<file path="config.mk">
export PLATFORM = sky130hd
export DESIGN_NAME = tone_sequence_player_top
export DESIGN_NICKNAME = d
export VERILOG_FILES = /design/src/rtl/tsp_pkg.sv /design/src/rtl/tsp_ram.sv /design/src/rtl/tsp_step.sv /design/src/rtl/tone_sequence_player_top.sv
export SDC_FILE = /design/constraint.sdc
export NUM_CORES = 1
export LEC_CHECK = 0
export ABC_AREA = 0
export BUFFER_PORTS_ARGS = -buffer_cell sky130_fd_sc_hd__clkbuf_2
export CAP_MARGIN = 20
export CORE_MARGIN = 2
export CORE_UTILIZATION = 60
export CTS_BUF_LIST = sky130_fd_sc_hd__clkbuf_16
export CTS_CLUSTER_SIZE = 24
export DETAILED_ROUTE_END_ITERATION = 10
export GPL_TIMING_DRIVEN = 0
export MAX_ROUTING_LAYER = met4
export PLACE_DENSITY = 0.8
export REMOVE_ABC_BUFFERS = 1
export SYNTH_ARGS = -nofsm -noshare
export SYNTH_HDL_FRONTEND = slang
export SYNTH_SLANG_ARGS = --single-unit
</file>
<file path="constraint.sdc">
create_clock -name clk -period 11.25 [get_ports clk]
set_input_delay 0.5625 -clock clk [delete_from_list [all_inputs] [get_ports clk]]
set_output_delay 0.5625 -clock clk [all_outputs]
set_load 0.03 [all_outputs]
</file>
<file path="src/rtl/tsp_pkg.sv">
// ============================================================================
// Tone sequence player package
// Shared types, codes and the constant step and sequence tables.
// ============================================================================
`default_nettype none

package tsp_pkg;

    typedef enum logic
    {
        ACT_TICK    = 1'b0,
        ACT_REQUEST = 1'b1
    } tsp_action_t;

    typedef enum logic [2:0]
    {
        SEQ_POWERUP = 3'd0,
        SEQ_FAULT   = 3'd1,
        SEQ_ADDED   = 3'd2,
        SEQ_STARTED = 3'd3,
        SEQ_STOPPED = 3'd4,
        SEQ_CLICK   = 3'd5,
        SEQ_BACK    = 3'd6,
        SEQ_MUTE    = 3'd7
    } tsp_tone_t;

    localparam int FREQ_W     = 11;
    localparam int MS_W       = 9;
    localparam int ROM_ADDR_W = 5;

    typedef struct packed
    {
        logic [FREQ_W-1:0] hz;
        logic [MS_W-1:0]   ms;
    } tsp_step_t;

    typedef struct packed
    {
        logic [3:0] base;
        logic [1:0] len;
        logic       loops;
    } tsp_seq_t;

    typedef struct packed
    {
        logic [3:0]        base;
        logic [1:0]        len;
        logic [1:0]        step_index;
        logic              loop_mode;
        logic              active;
        logic [FREQ_W-1:0] freq;
    } tsp_ctl_t;

    localparam int CTL_W = $bits(tsp_ctl_t);

    function automatic tsp_step_t step_rom(input logic [ROM_ADDR_W-1:0] addr);
        tsp_step_t s;
        case (addr)
            5'd0:    s = '{hz: 11'd523,  ms: 9'd120};
            5'd1:    s = '{hz: 11'd659,  ms: 9'd120};
            5'd2:    s = '{hz: 11'd784,  ms: 9'd180};
            5'd3:    s = '{hz: 11'd1000, ms: 9'd400};
            5'd4:    s = '{hz: 11'd0,    ms: 9'd200};
            5'd5:    s = '{hz: 11'd880,  ms: 9'd80};
            5'd6:    s = '{hz: 11'd0,    ms: 9'd40};
            5'd7:    s = '{hz: 11'd880,  ms: 9'd80};
            5'd8:    s = '{hz: 11'd440,  ms: 9'd60};
            5'd9:    s = '{hz: 11'd880,  ms: 9'd120};
            5'd10:   s = '{hz: 11'd880,  ms: 9'd60};
            5'd11:   s = '{hz: 11'd440,  ms: 9'd120};
            5'd12:   s = '{hz: 11'd2000, ms: 9'd20};
            5'd13:   s = '{hz: 11'd600,  ms: 9'd40};
            5'd14:   s = '{hz: 11'd300,  ms: 9'd60};
            default: s = '{hz: '0, ms: '0};
        endcase
        return s;
    endfunction

    function automatic tsp_seq_t seq_desc(input tsp_tone_t tone);
        tsp_seq_t d;
        case (tone)
            SEQ_POWERUP: d = '{base: 4'd0,  len: 2'd3, loops: 1'b0};
            SEQ_FAULT:   d = '{base: 4'd3,  len: 2'd2, loops: 1'b1};
            SEQ_ADDED:   d = '{base: 4'd5,  len: 2'd3, loops: 1'b0};
            SEQ_STARTED: d = '{base: 4'd8,  len: 2'd2, loops: 1'b0};
            SEQ_STOPPED: d = '{base: 4'd10, len: 2'd2, loops: 1'b0};
            SEQ_CLICK:   d = '{base: 4'd12, len: 2'd1, loops: 1'b0};
            SEQ_BACK:    d = '{base: 4'd13, len: 2'd2, loops: 1'b0};
            default:     d = '{base: '0, len: '0, loops: 1'b0};
        endcase
        return d;
    endfunction

endpackage

`default_nettype wire

</file>
<file path="src/rtl/tsp_ram.sv">
// ============================================================================
// Generic RAM
// Single write port and single read port with registered read data.
// ============================================================================
`default_nettype none

module tsp_ram #(
    parameter int WIDTH = 8,
    parameter int DEPTH = 2,
    parameter int ADDR_W = (DEPTH > 1) ? $clog2(DEPTH) : 1
) (
    input  wire logic              clk,
    input  wire logic              we,
    input  wire logic [ADDR_W-1:0] waddr,
    input  wire logic [WIDTH-1:0]  wdata,
    input  wire logic              re,
    input  wire logic [ADDR_W-1:0] raddr,
    output logic      [WIDTH-1:0]  rdata
);

    logic [WIDTH-1:0] mem_reg [DEPTH];
    logic [WIDTH-1:0] rdata_reg;

    always_ff @(posedge clk)
    begin
        if (we)
        begin
            mem_reg[waddr] <= wdata;
        end
        if (re)
        begin
            rdata_reg <= mem_reg[raddr];
        end
    end

    assign rdata = rdata_reg;

endmodule

`default_nettype wire

</file>
<file path="src/rtl/tsp_step.sv">
// ============================================================================
// Tone sequence step logic
// Computes the next player state from the current state and one transaction.
// ============================================================================
`default_nettype none

module tsp_step #(
    parameter int TIME_BITS = 32,
    parameter int STEP_ROM_DEPTH = 16
) (
    input  wire tsp_pkg::tsp_ctl_t    cur_ctl,
    input  wire logic [TIME_BITS-1:0] cur_deadline,
    input  wire tsp_pkg::tsp_action_t action,
    input  wire tsp_pkg::tsp_tone_t   tone_id,
    input  wire logic [TIME_BITS-1:0] now,
    output tsp_pkg::tsp_ctl_t         nxt_ctl,
    output logic      [TIME_BITS-1:0] nxt_deadline
);

    import tsp_pkg::*;

    tsp_seq_t                desc;
    tsp_step_t               step;
    logic [2:0]              next_idx;
    logic [TIME_BITS-1:0]    diff;
    logic [ROM_ADDR_W-1:0]   addr;
    logic                    load;

    always_comb
    begin
        nxt_ctl      = cur_ctl;
        nxt_deadline = cur_deadline;
        load         = 1'b0;
        desc         = seq_desc(tone_id);
        next_idx     = {1'b0, cur_ctl.step_index} + 3'd1;
        diff         = now - cur_deadline;
        if (action == ACT_REQUEST)
        begin
            if (tone_id == SEQ_MUTE)
            begin
                nxt_ctl.active    = 1'b0;
                nxt_ctl.loop_mode = 1'b0;
                nxt_ctl.freq      = '0;
            end
            else
            begin
                nxt_ctl.base       = desc.base;
                nxt_ctl.len        = desc.len;
                nxt_ctl.loop_mode  = desc.loops;
                nxt_ctl.step_index = '0;
                nxt_ctl.active     = 1'b1;
                load               = 1'b1;
            end
        end
        else if (cur_ctl.active && !diff[TIME_BITS-1])
        begin
            if (next_idx >= {1'b0, cur_ctl.len})
            begin
                if (cur_ctl.loop_mode)
                begin
                    nxt_ctl.step_index = '0;
                    load               = 1'b1;
                end
                else
                begin
                    nxt_ctl.active = 1'b0;
                    nxt_ctl.freq   = '0;
                end
            end
            else
            begin
                nxt_ctl.step_index = next_idx[1:0];
                load               = 1'b1;
            end
        end
        addr = {1'b0, nxt_ctl.base} + {3'b000, nxt_ctl.step_index};
        if (int'(addr) >= STEP_ROM_DEPTH)
        begin
            step = '{hz: '0, ms: '0};
        end
        else
        begin
            step = step_rom(addr);
        end
        if (load)
        begin
            nxt_ctl.freq = step.hz;
            nxt_deadline = now + TIME_BITS'(step.ms);
        end
    end

endmodule

`default_nettype wire

</file>
<file path="src/rtl/tone_sequence_player_top.sv">
// ============================================================================
// Tone sequence player top level
// Buzzer tone sequencer with the player state held in a small RAM.
// ============================================================================
// The block takes one transaction per clock cycle, tone requests and time
// ticks alike, unless the output side stalls, and returns exactly one result
// transaction for each, registered once the output side is ready. The player
// state lives in a single RAM entry that is read when a transaction is accepted
// and written back when its result is registered; a back-to-back transaction
// takes the written value through a forwarding path, so the read-modify-write
// loop of that entry sets that rate. A state flag stands in for the RAM contents
// until the first write, so no clearing pass follows reset.
`default_nettype none

module tone_sequence_player_top #(
    parameter int TIME_BITS = 32,
    parameter int STEP_ROM_DEPTH = 16,
    parameter int PWM_BITS = 10
) (
    input  wire logic        clk,
    input  wire logic        rst_n,
    input  wire logic        s_axis_tvalid,
    output logic             s_axis_tready,
    input  wire logic [31:0] s_axis_tdata,  // now_ms[31:0]
    input  wire logic [3:0]  s_axis_tuser,  // action[0], tone_id[3:1]
    output logic             m_axis_tvalid,
    input  wire logic        m_axis_tready,
    output logic [((tsp_pkg::FREQ_W + PWM_BITS + 1 + 7) / 8) * 8 - 1:0]
                             m_axis_tdata   // freq_hz, pwm_duty, playing
);

    import tsp_pkg::*;

    localparam int OUT_W  = FREQ_W + PWM_BITS + 1;
    localparam int M_W    = ((OUT_W + 7) / 8) * 8;
    localparam int WORD_W = CTL_W + TIME_BITS;
    localparam int DEPTH  = 2;
    localparam int ADDR_W = 1;
    localparam logic [ADDR_W-1:0] STATE_ADDR = '0;
    localparam logic [PWM_BITS-1:0] DUTY_ON = PWM_BITS'(1) << (PWM_BITS - 1);

    logic                 accept;
    logic                 advance;
    logic                 item_valid_reg;
    tsp_action_t          item_action_reg;
    tsp_tone_t            item_tone_reg;
    logic [TIME_BITS-1:0] item_now_reg;
    logic                 hazard_reg;
    logic                 init_reg;
    logic [WORD_W-1:0]    fwd_word_reg;
    logic [WORD_W-1:0]    rd_word;
    logic [WORD_W-1:0]    cur_word;
    logic [WORD_W-1:0]    wr_word;
    tsp_ctl_t             cur_ctl;
    tsp_ctl_t             nxt_ctl;
    logic [TIME_BITS-1:0] cur_deadline;
    logic [TIME_BITS-1:0] nxt_deadline;
    logic                 out_valid_reg;
    logic [OUT_W-1:0]     out_data_reg;
    logic [OUT_W-1:0]     out_data_next;
    logic [PWM_BITS-1:0]  duty;

    assign accept        = s_axis_tvalid && s_axis_tready;
    assign advance       = item_valid_reg && (!out_valid_reg || m_axis_tready);
    assign s_axis_tready = !item_valid_reg || advance;

    always_ff @(posedge clk or negedge rst_n)
    begin
        if (!rst_n)
        begin
            item_valid_reg <= 1'b0;
            hazard_reg     <= 1'b0;
            init_reg       <= 1'b0;
            out_valid_reg  <= 1'b0;
        end
        else
        begin
            if (accept)
            begin
                item_valid_reg <= 1'b1;
                hazard_reg     <= advance;
            end
            else if (advance)
            begin
                item_valid_reg <= 1'b0;
            end
            if (advance)
            begin
                init_reg      <= 1'b1;
                out_valid_reg <= 1'b1;
            end
            else if (m_axis_tready)
            begin
                out_valid_reg <= 1'b0;
            end
        end
    end

    always_ff @(posedge clk)
    begin
        if (accept)
        begin
            item_action_reg <= tsp_action_t'(s_axis_tuser[0]);
            item_tone_reg   <= tsp_tone_t'(s_axis_tuser[3:1]);
            item_now_reg    <= TIME_BITS'(s_axis_tdata);
        end
        if (advance)
        begin
            fwd_word_reg <= wr_word;
            out_data_reg <= out_data_next;
        end
    end

    tsp_ram #(
        .WIDTH (WORD_W),
        .DEPTH (DEPTH),
        .ADDR_W(ADDR_W)
    ) u_state_ram (
        .clk  (clk),
        .we   (advance),
        .waddr(STATE_ADDR),
        .wdata(wr_word),
        .re   (accept),
        .raddr(STATE_ADDR),
        .rdata(rd_word)
    );

    always_comb
    begin
        if (!init_reg)
        begin
            cur_word = '0;
        end
        else if (hazard_reg)
        begin
            cur_word = fwd_word_reg;
        end
        else
        begin
            cur_word = rd_word;
        end
    end

    assign cur_ctl      = tsp_ctl_t'(cur_word[WORD_W-1:TIME_BITS]);
    assign cur_deadline = cur_word[TIME_BITS-1:0];

    tsp_step #(
        .TIME_BITS     (TIME_BITS),
        .STEP_ROM_DEPTH(STEP_ROM_DEPTH)
    ) u_step (
        .cur_ctl     (cur_ctl),
        .cur_deadline(cur_deadline),
        .action      (item_action_reg),
        .tone_id     (item_tone_reg),
        .now         (item_now_reg),
        .nxt_ctl     (nxt_ctl),
        .nxt_deadline(nxt_deadline)
    );

    assign wr_word       = {nxt_ctl, nxt_deadline};
    assign duty          = (nxt_ctl.freq != '0) ? DUTY_ON : '0;
    assign out_data_next = {nxt_ctl.active, duty, nxt_ctl.freq};

    assign m_axis_tvalid = out_valid_reg;
    assign m_axis_tdata  = M_W'(out_data_reg);

endmodule

`default_nettype wire

</file>
Word-level counts from Yosys, hierarchy flattened
Memory sizes are Yosys's and may differ from the RTL's. A register that Yosys moved wholly into a read port is not among the register bits.
Cells that the tools add are included.
{"block": "totals", "input_bits": 40, "wordCells": 68, "reg_bits": 115, "mem_count": 2, "output_inout_bits": 26, "latch_bits": 0, "ram_bits": 106, "rom_bits": 288}
{"name": "(no name shown)", "depth": 16, "word_bits": 18, "read_ports": 1, "rd_ports_with_merged_regs": 0, "write_ports": 0, "line_no": "tsp_pkg.sv:58", "rtl": "case (addr)"}
{"name": "u_state_ram.mem_reg", "depth": 2, "word_bits": 53, "read_ports": 1, "rd_ports_with_merged_regs": 1, "write_ports": 1, "line_no": "tsp_ram.sv:21", "rtl": "logic [WIDTH-1:0] mem_reg [DEPTH];"}
{"block": "classes", "mux": 32, "n_div": 0, "shift": 0, "addsub": 4, "bitwise": 0, "eq_ne": 7, "reduce_logical": 12, "mul": 0, "magnitude_cmp": 2}
{"op": "53-bit 2-to-1 mux", "count": 2}
{"op": "7-bit case mux with 7 select lines", "count": 1}
{"op": "12-bit 2-to-1 mux", "count": 4}
{"op": "20-bit 2-to-1 mux", "count": 2}
{"op": "32-bit by 9-bit adder with 32-bit output", "count": 1}
{"op": "32-bit 2-to-1 mux", "count": 1}
{"op": "32-bit subtractor", "count": 1}
{"op": "11-bit 2-to-1 mux", "count": 2}
{"op": "3-bit == test (second input constant)", "count": 4}
{"op": "1-bit 2-to-1 mux", "count": 12}
{"op": "11-bit nonzero test", "count": 1}
{"op": "10-bit 2-to-1 mux", "count": 1}
{"op": "2-bit 2-to-1 mux", "count": 5}
{"op": "8-bit 2-to-1 mux", "count": 1}
{"op": "3-bit by 2-bit == test with 1-bit output (second input constant)", "count": 2}
{"op": "6-bit 2-to-1 mux", "count": 1}
{"op": "4-bit by 2-bit adder with 5-bit output", "count": 1}
{"op": "5-bit >= comparator (second input constant)", "count": 1}
{"op": "2-bit nonzero test", "count": 2}
{"op": "2-bit by 1-bit adder with 3-bit output (second input constant)", "count": 1}
{"op": "3-bit by 1-bit == test with 1-bit output (second input constant)", "count": 1}
{"op": "3-bit by 2-bit >= comparator with 1-bit output", "count": 1}
{"op": "1-bit logical AND", "count": 3}
{"op": "1-bit logical NOT", "count": 3}
{"op": "other kinds (2)", "count": 3}

Depth between registers and ports, before layout
Gate-level depths: netlist of run 1.
An unclocked memory read counts as a cell.
{"block": "logic_depth", "depth_word": 14, "ltp_mapped": 33, "ltp_nobuf": 27}

Modules after synthesis
Synthesis of run 1 repeated with hierarchy kept, for this count alone.
{"block": "unflattened", "hier_cells": 859, "hier_area_um2": 12413.2}
{"mod": "tsp_ram", "seq_area_each_um2": 4774.6, "n_inst": 1, "area_each_um2": 5683.0, "cells_per_inst": 220}
{"mod": "tone_sequence_player_top", "seq_area_each_um2": 2802.7, "n_inst": 1, "area_each_um2": 4056.4, "cells_per_inst": 249}
{"mod": "tsp_step", "seq_area_each_um2": 0.0, "n_inst": 1, "area_each_um2": 2673.8, "cells_per_inst": 390}

Least setup slack after synthesis of run 1
No wires, ideal clock.
{"block": "synth_timing", "path_type": "flip-flop to flip-flop", "start": "register hazard_reg", "end": "register fwd_word_reg[11] (data pin)", "arrival_ns": 7.132, "synth_period_minus_slack_ns": 7.392, "path_buffers": 8, "path_stages_with_launch": 31, "required_time_ns": 10.989, "setup_time_ns": 0.261, "path_slack_ns": 3.858, "cell_sequence": "dfrtp_1 -> buf_2 -> buf_1 -> clkbuf_1 -> mux2_2 -> nand2_1 -> ha_1 -> and4_1 -> a221oi_1 -> o22ai_1 -> o211a_1 -> buf_2 -> or3_1 -> buf_6 -> buf_2 -> mux2i_1 -> ha_1 -> fa_1 -> ha_1 -> clkbuf_1 -> mux2i_1 -> a221oi_1 -> ha_1 -> a21o_1 -> a21oi_1 -> o21bai_1 -> a2111o_1 -> clkbuf_1 -> nand4_1 -> xor2_1 -> mux2i_1"}
{"element": "start: declaration", "line_no": "tone_sequence_player_top.sv:48", "rtl": "logic hazard_reg;"}
{"element": "start signal: assignment", "line_no": "tone_sequence_player_top.sv:81", "rtl": "hazard_reg <= advance;"}
{"element": "end signal: assignment", "line_no": "tone_sequence_player_top.sv:109", "rtl": "fwd_word_reg <= wr_word;"}
{"element": "end: declaration", "line_no": "tone_sequence_player_top.sv:50", "rtl": "logic [WORD_W-1:0] fwd_word_reg;"}

==> results of run 1 <==
## where the power goes
part / switching, mW / internal, mW
combinational: 0.354 / 0.233
sequential: 0.0418 / 0.703
clock: 0.226 / 0.305
total: 0.622 / 1.24
## critical path, stage by stage, from the launching register on
cell	delay [ps]
dfrtp_2	760
buf_12	300
mux2_2	360
and2_1	180
inv_1	70
ha_1	160
nand4_1	140
nor4_4	310
nand2_2	100
o31ai_2	420
o211a_1	680
or3_2	880
mux2i_1	230
ha_1	310
fa_1	820
ha_1	440
mux2i_1	260
a221oi_1	180
fa_1	480
a21o_1	200
a21oi_1	230
o21bai_1	110
a21o_1	210
a21oi_1	680
buf_6	250
or3_1	120
a31oi_1	80
## what timing repair did
item | CTS | global route
resized for setup | 0 | 0
buffers inserted | 0 | 0
hold buffers | 1 | 0
hold endpoints to repair | 4 | 0
## through the flow
step                      setup WS (ps)  cell area (um^2)  TNS, ps  hold WS [ps]  utilization
after CTS                          2049              9169        0         290.3       0.6869
after global routing               1472              9176        0         285.0       0.6875
after global placement           -324.4              8472    -3343         366.5       0.6347
after detailed placement           2070              8601        0         372.4       0.6444
after floorplan                    2333              7981        0         266.9            -
final                              1970              9176        0         310.0       0.6875
## cell families after synthesis
| kind of cell | count (synthesis) | synth area share |
|---|---|---|
| compound gates | 126 | 0.1048 |
| xor+xnor | 23 | 0.02438 |
| fa+ha+maj | 48 | 0.07540 |
| buf+inv | 76 | 0.04875 |
| flops | 147 | 0.5317 |
| mux | 72 | 0.09281 |
| other cells | 1 | 0.0004538 |
| simple gates | 191 | 0.1217 |
## metal layers
layer,up-vias,global-route usage,part of all wire
li1,2678,-,-
met1,2713,0.2999,0.41
met2,246,0.4308,0.51
met3,38,0.06485,0.071
met4,0,0.07328,0.015
met5,-,-,0
## placed cells by master, fill, tap and decap left out, drive strengths merged, types with 8 or more instances in the layout
cell    instances
o32ai           8
o21ai          22
and3            9
nand2          68
nor4           12
a21oi          25
mux2i          35
o22ai           8
clkbuf         71
nand4          10
edfxtp        143
or3            10
nor3            8
o31ai          10
and2           11
ha             45
nor2           16
conb           11
nand3          21
a31oi          15
mux2           37
inv            26
xor2           13
xnor2          10
buf             8
## worst paths after layout
path / from / endpoint / slack (ps) / depth (start not counted)
setup / recovery: hazard_reg$_DFFE_PN0P_ / fwd_word_reg[12]$_DFFE_PP_ / 1970 / 26
hold / removal: s_axis_tdata[23] / item_now_reg[23]$_DFFE_PP_ / 310 / 1
setup reg to reg: hazard_reg$_DFFE_PN0P_ / fwd_word_reg[12]$_DFFE_PP_ / 1970 / 26
hold reg to reg: fwd_word_reg[4]$_DFFE_PP_ / u_state_ram.rdata[4]$_DFFE_PP_ / 440 / 0
max in group asynchronous: rst_n / hazard_reg$_DFFE_PN0P_ / 10640 / 2
min in group asynchronous: rst_n / m_axis_tvalid$_DFFE_PN0P_ / 480 / 2
## area by class of cell
| cell class | instances | area (um^2) | share of cell area |
|---|---|---|---|
| Inverter | 22 | 85.08 | 0.009272 |
| Multi-Input combinational cell | 471 | 3507 | 0.3822 |
| Clock buffer | 17 | 425.4 | 0.04636 |
| Tap cell | 176 | 220.2 | 0.02400 |
| Clock inverter | 15 | 132.6 | 0.01445 |
| Timing Repair Buffer | 63 | 410.4 | 0.04472 |
| Sequential cell | 147 | 4395 | 0.4790 |
==> summary.txt, run 1 <==
Async S/R FF share, synth: 0.02721
CP Class: reg2reg
GRT Residual Overflow: 0
Critical path endpoint category: register
Die width: 121.4 um
Slew @ Worst Pin: 1051 ps
Vias per cell: 6.229
Most numerous cell in the Yosys netlist: edfxtp_1
HPWL after DPL: 11340 um
Synth area leader: edfxtp_1
Core Area: 13350 um^2
Mapped Cells: 684
FF+latch count, synth: 147
Largest net degree at the start of global routing: 70
Layout cells sized above 1: 0.1973
Final Hold Viols: 0
RSZ-0062 raised after global routing: no
CTS Buf Count: 17
Clock Tree Root: clkbuf_16
Starting density of the core: 0.6191
Max_cap viols: 0
Worst Path Arrival: 9400 ps
FP Rows: 42
Htree depth: 4
First-pass GRT wire length: 27920 um
TritonCTS clock tree: done
Clock sinks: 147
Status: completed
Fmax achieved: 0.1078 GHz
ANT nets after route: 0
Top FF cell, synth: edfxtp_1
Vias in the first global route: 5651
Clock buffer depth: 2
Antenna violations before repair: 0
Worst VDD drop: 137.4 uV
Fillers: 972
Vias: 5675
Area Overhead vs Synth: 11.04%
Setup-failing EPs final: 0
Die Height: 121.4 um
Top post-synthesis cells by count: 143 x edfxtp_1, 67 x nand2_1, 45 x ha_1, 36 x mux2_2, 35 x mux2i_1
# placed instances: 877
Startpoint types: register
Final wirelength: 17020 um
Total track usage: 0.2535
Yosys Warn Count: 0
Pwr Total: 1.863 mW
Io pins: 66
Worst Path Max Fanout: 34
Leakage power: 3.569 nW
Max-slew violations: 0
Critical Path RT: 11370 ps
N_diodes: 0
Die area: 14730 um^2
Post-synth EDFFs: 143
Normalized max-slew margin: 0.2971
Top cells by area, synth: edfxtp_1 52%, ha_1 6.8%, mux2_2 4.9%
Library cells used by synthesis: 68
Post-layout min period: 9280 ps
Sequential share of the synthesized area: 0.5317
HP Class: in2reg
Initial DRT Pass Iterations: 7
Clk pin slew, worst setup/hold paths: 60 ps
DR WL/cell: 18.69 um
Starting DRT DRC Count: 537
Final nets: 810
Syn_area_per_cell: 12.08 um^2
Yosys top cell area share: 0.5196
Buffers added on ports: 54
Synth Cell Area: 8264 um^2
Final RePlAce weighted congestion: 0.9202
DRC viols: 0
Final non-filler cell total: 911
Final Skew: 9.768 ps
Period utilization: 0.8249
Worst skew pair latency: 420 ps
Power Density: 203.0 nW/um^2
Note: power is estimated with default switching activity, not from simulation.
==> inputs of run 2 (changes only) <==
==> constraint.sdc (replaced) <==
create_clock -name clk -period 8.9 [get_ports clk]
set_input_delay 0.445 -clock clk [delete_from_list [all_inputs] [get_ports clk]]
set_output_delay 0.445 -clock clk [all_outputs]
set_load 0.03 [all_outputs]
==> run 2 against run 1 <==
Against the previous run:
- clock power rose by 26%
- critical path depth fell by 1
- via count rose by 0.72%
- combinational power rose by 27%
- sequential share of layout area fell by 0.071 points
- clock skew barely moved
- sequential power rose by 26%
- maximum frequency rose by 11%
- hold slack got worse by 120 ps
- largest cell class unchanged
==> summary.txt, run 2 (synthesis gave the netlist of run 1 again) <==
Max-slew violations: 0
Slew @ Worst Pin: 1072 ps
Final non-filler cell total: 912
Starting DRT DRC Count: 555
Status: completed
Final RePlAce weighted congestion: 0.9202
First-pass GRT wire length: 27930 um
Clock buffer depth: 2
Worst Path Max Fanout: 34
Fin area: 9195 um^2
Most frequent cells in the layout: 143 x edfxtp_1, 67 x nand2_1, 54 x clkbuf_2, 45 x ha_1, 36 x mux2_2
CTS Buf Count: 17
DR WL/cell: 18.89 um
Commonest non-fill, non-tap cell in the layout: edfxtp_1
CP Class: reg2reg
Worst VDD drop: 173.1 uV
Total track usage: 0.2534
HPWL after DPL: 11340 um
Area of the multi-input gates: 3523 um^2
Fillers: 971
Io pins: 66
N_diodes: 0
Starting density of the core: 0.6191
Post-layout min period: 8364 ps
Die area: 14730 um^2
FP Rows: 42
Clock Tree Root: clkbuf_16
Critical path endpoint category: register
Die width: 121.4 um
ANT nets after route: 0
Final Skew: 9.466 ps
Total Neg Setup Slack: 0 ps
Leakage power: 3.561 nW
Final setup margin: 536.2 ps
Vias: 5716
Vias in the first global route: 5653
Vias per cell: 6.268
Period utilization: 0.9398
Fmax achieved: 0.1196 GHz
Critical Path RT: 9060 ps
Pwr Total: 2.359 mW
Area Overhead vs Synth: 11.26%
Antenna violations before repair: 0
Clk pin slew, worst setup/hold paths: 60 ps
RSZ-0062 raised after global routing: no
# placed instances: 877
TritonCTS clock tree: done
Htree depth: 4
HP Class: in2reg
Max_cap viols: 0
Worst Path Arrival: 8530 ps
Layout cells sized above 1: 0.2024
Die Height: 121.4 um
Normalized max-slew margin: 0.2829
Placed inst area: 8601 um^2
Final wirelength: 17230 um
Clock sinks: 147
Worst skew pair latency: 430 ps
Buffers added on ports: 54
Setup-failing EPs final: 0
Startpoint types: register
DRC viols: 0
Largest net degree at the start of global routing: 70
Final nets: 811
Core Area: 13350 um^2
Power Density: 256.5 nW/um^2
GRT Residual Overflow: 0
Final Hold Viols: 0
FF+latch area: 4398 um^2
Initial DRT Pass Iterations: 5
Worst slack, placed: -280.0 ps
-- run 2: cell types whose count changed in the layout (fill, tap and decap cells not counted), sizes merged --
cell | before | now
or3 | 10 | 11
-- run 2: routing by layer --
layer	wire, um	vias up	global-route usage
li1	-	2692	-
met1	7152	2770	0.3012
met2	8691	222	0.4291
met3	1077	32	0.06485
met4	306	0	0.07328
met5	0	-	-
-- run 2: area by class of cell --
| type | count | area share |
|---|---|---|
| Clock buffer | 17 | 0.04626 |
| Clock inverter | 15 | 0.01442 |
| Inverter | 22 | 0.009253 |
| Multi-Input combinational cell | 472 | 0.3832 |
| Sequential cell | 147 | 0.4783 |
| Tap cell | 176 | 0.02395 |
| Timing Repair Buffer | 63 | 0.04463 |
-- run 2: critical path, stage by stage (launching register included) --
cell      delay, ps
dfrtp_4         660
buf_12          280
mux2_2          350
and2_1          170
inv_1            50
ha_1            230
a21oi_1         140
o21ai_0         100
a221oi_1        450
o22ai_1         250
o211a_2         460
or3_4           600
mux2i_1         260
ha_1            240
fa_1            630
ha_1            560
mux2i_1         170
a221oi_1        510
ha_1            350
a21o_1          170
a21oi_1         230
o21bai_1        130
a2111o_2        640
nand4_1         180
xor2_1          160
mux2i_1         100
-- run 2: timing repair --
item | CTS | global route
pin swaps | 0 | 1
resized for setup | 1 | 4
buffers inserted | 0 | 0
cloned | 0 | 1
setup endpoints to repair | 23 | 23
hold buffers | 1 | 0
hold endpoints to repair | 4 | 0
-- run 2: through the flow --
step,hold slack [ps],utilization
floorplan,149.4,-
detailed placement,254.9,0.6444
finish,192.1,0.6889
global route,167.5,0.6889
global placement,249.0,0.6347
CTS,172.8,0.6872
-- run 2: worst paths after layout --
| kind | slack, ps | cells past startpoint | from | end |
|---|---|---|---|---|
| setup / recovery | 540 | 25 | hazard_reg$_DFFE_PN0P_ | fwd_word_reg[25]$_DFFE_PP_ |
| hold / removal | 190 | 1 | s_axis_tdata[23] | item_now_reg[23]$_DFFE_PP_ |
| setup reg to reg | 540 | 25 | hazard_reg$_DFFE_PN0P_ | fwd_word_reg[25]$_DFFE_PP_ |
| hold reg to reg | 440 | 0 | fwd_word_reg[4]$_DFFE_PP_ | u_state_ram.rdata[4]$_DFFE_PP_ |
| max in group asynchronous | 8400 | 2 | rst_n | hazard_reg$_DFFE_PN0P_ |
| min in group asynchronous | 360 | 2 | rst_n | m_axis_tvalid$_DFFE_PN0P_ |
-- run 2: where the power goes --
part	internal [mW]	switching, mW
clock network	0.385	0.285
logic	0.297	0.451
registers	0.889	0.0530
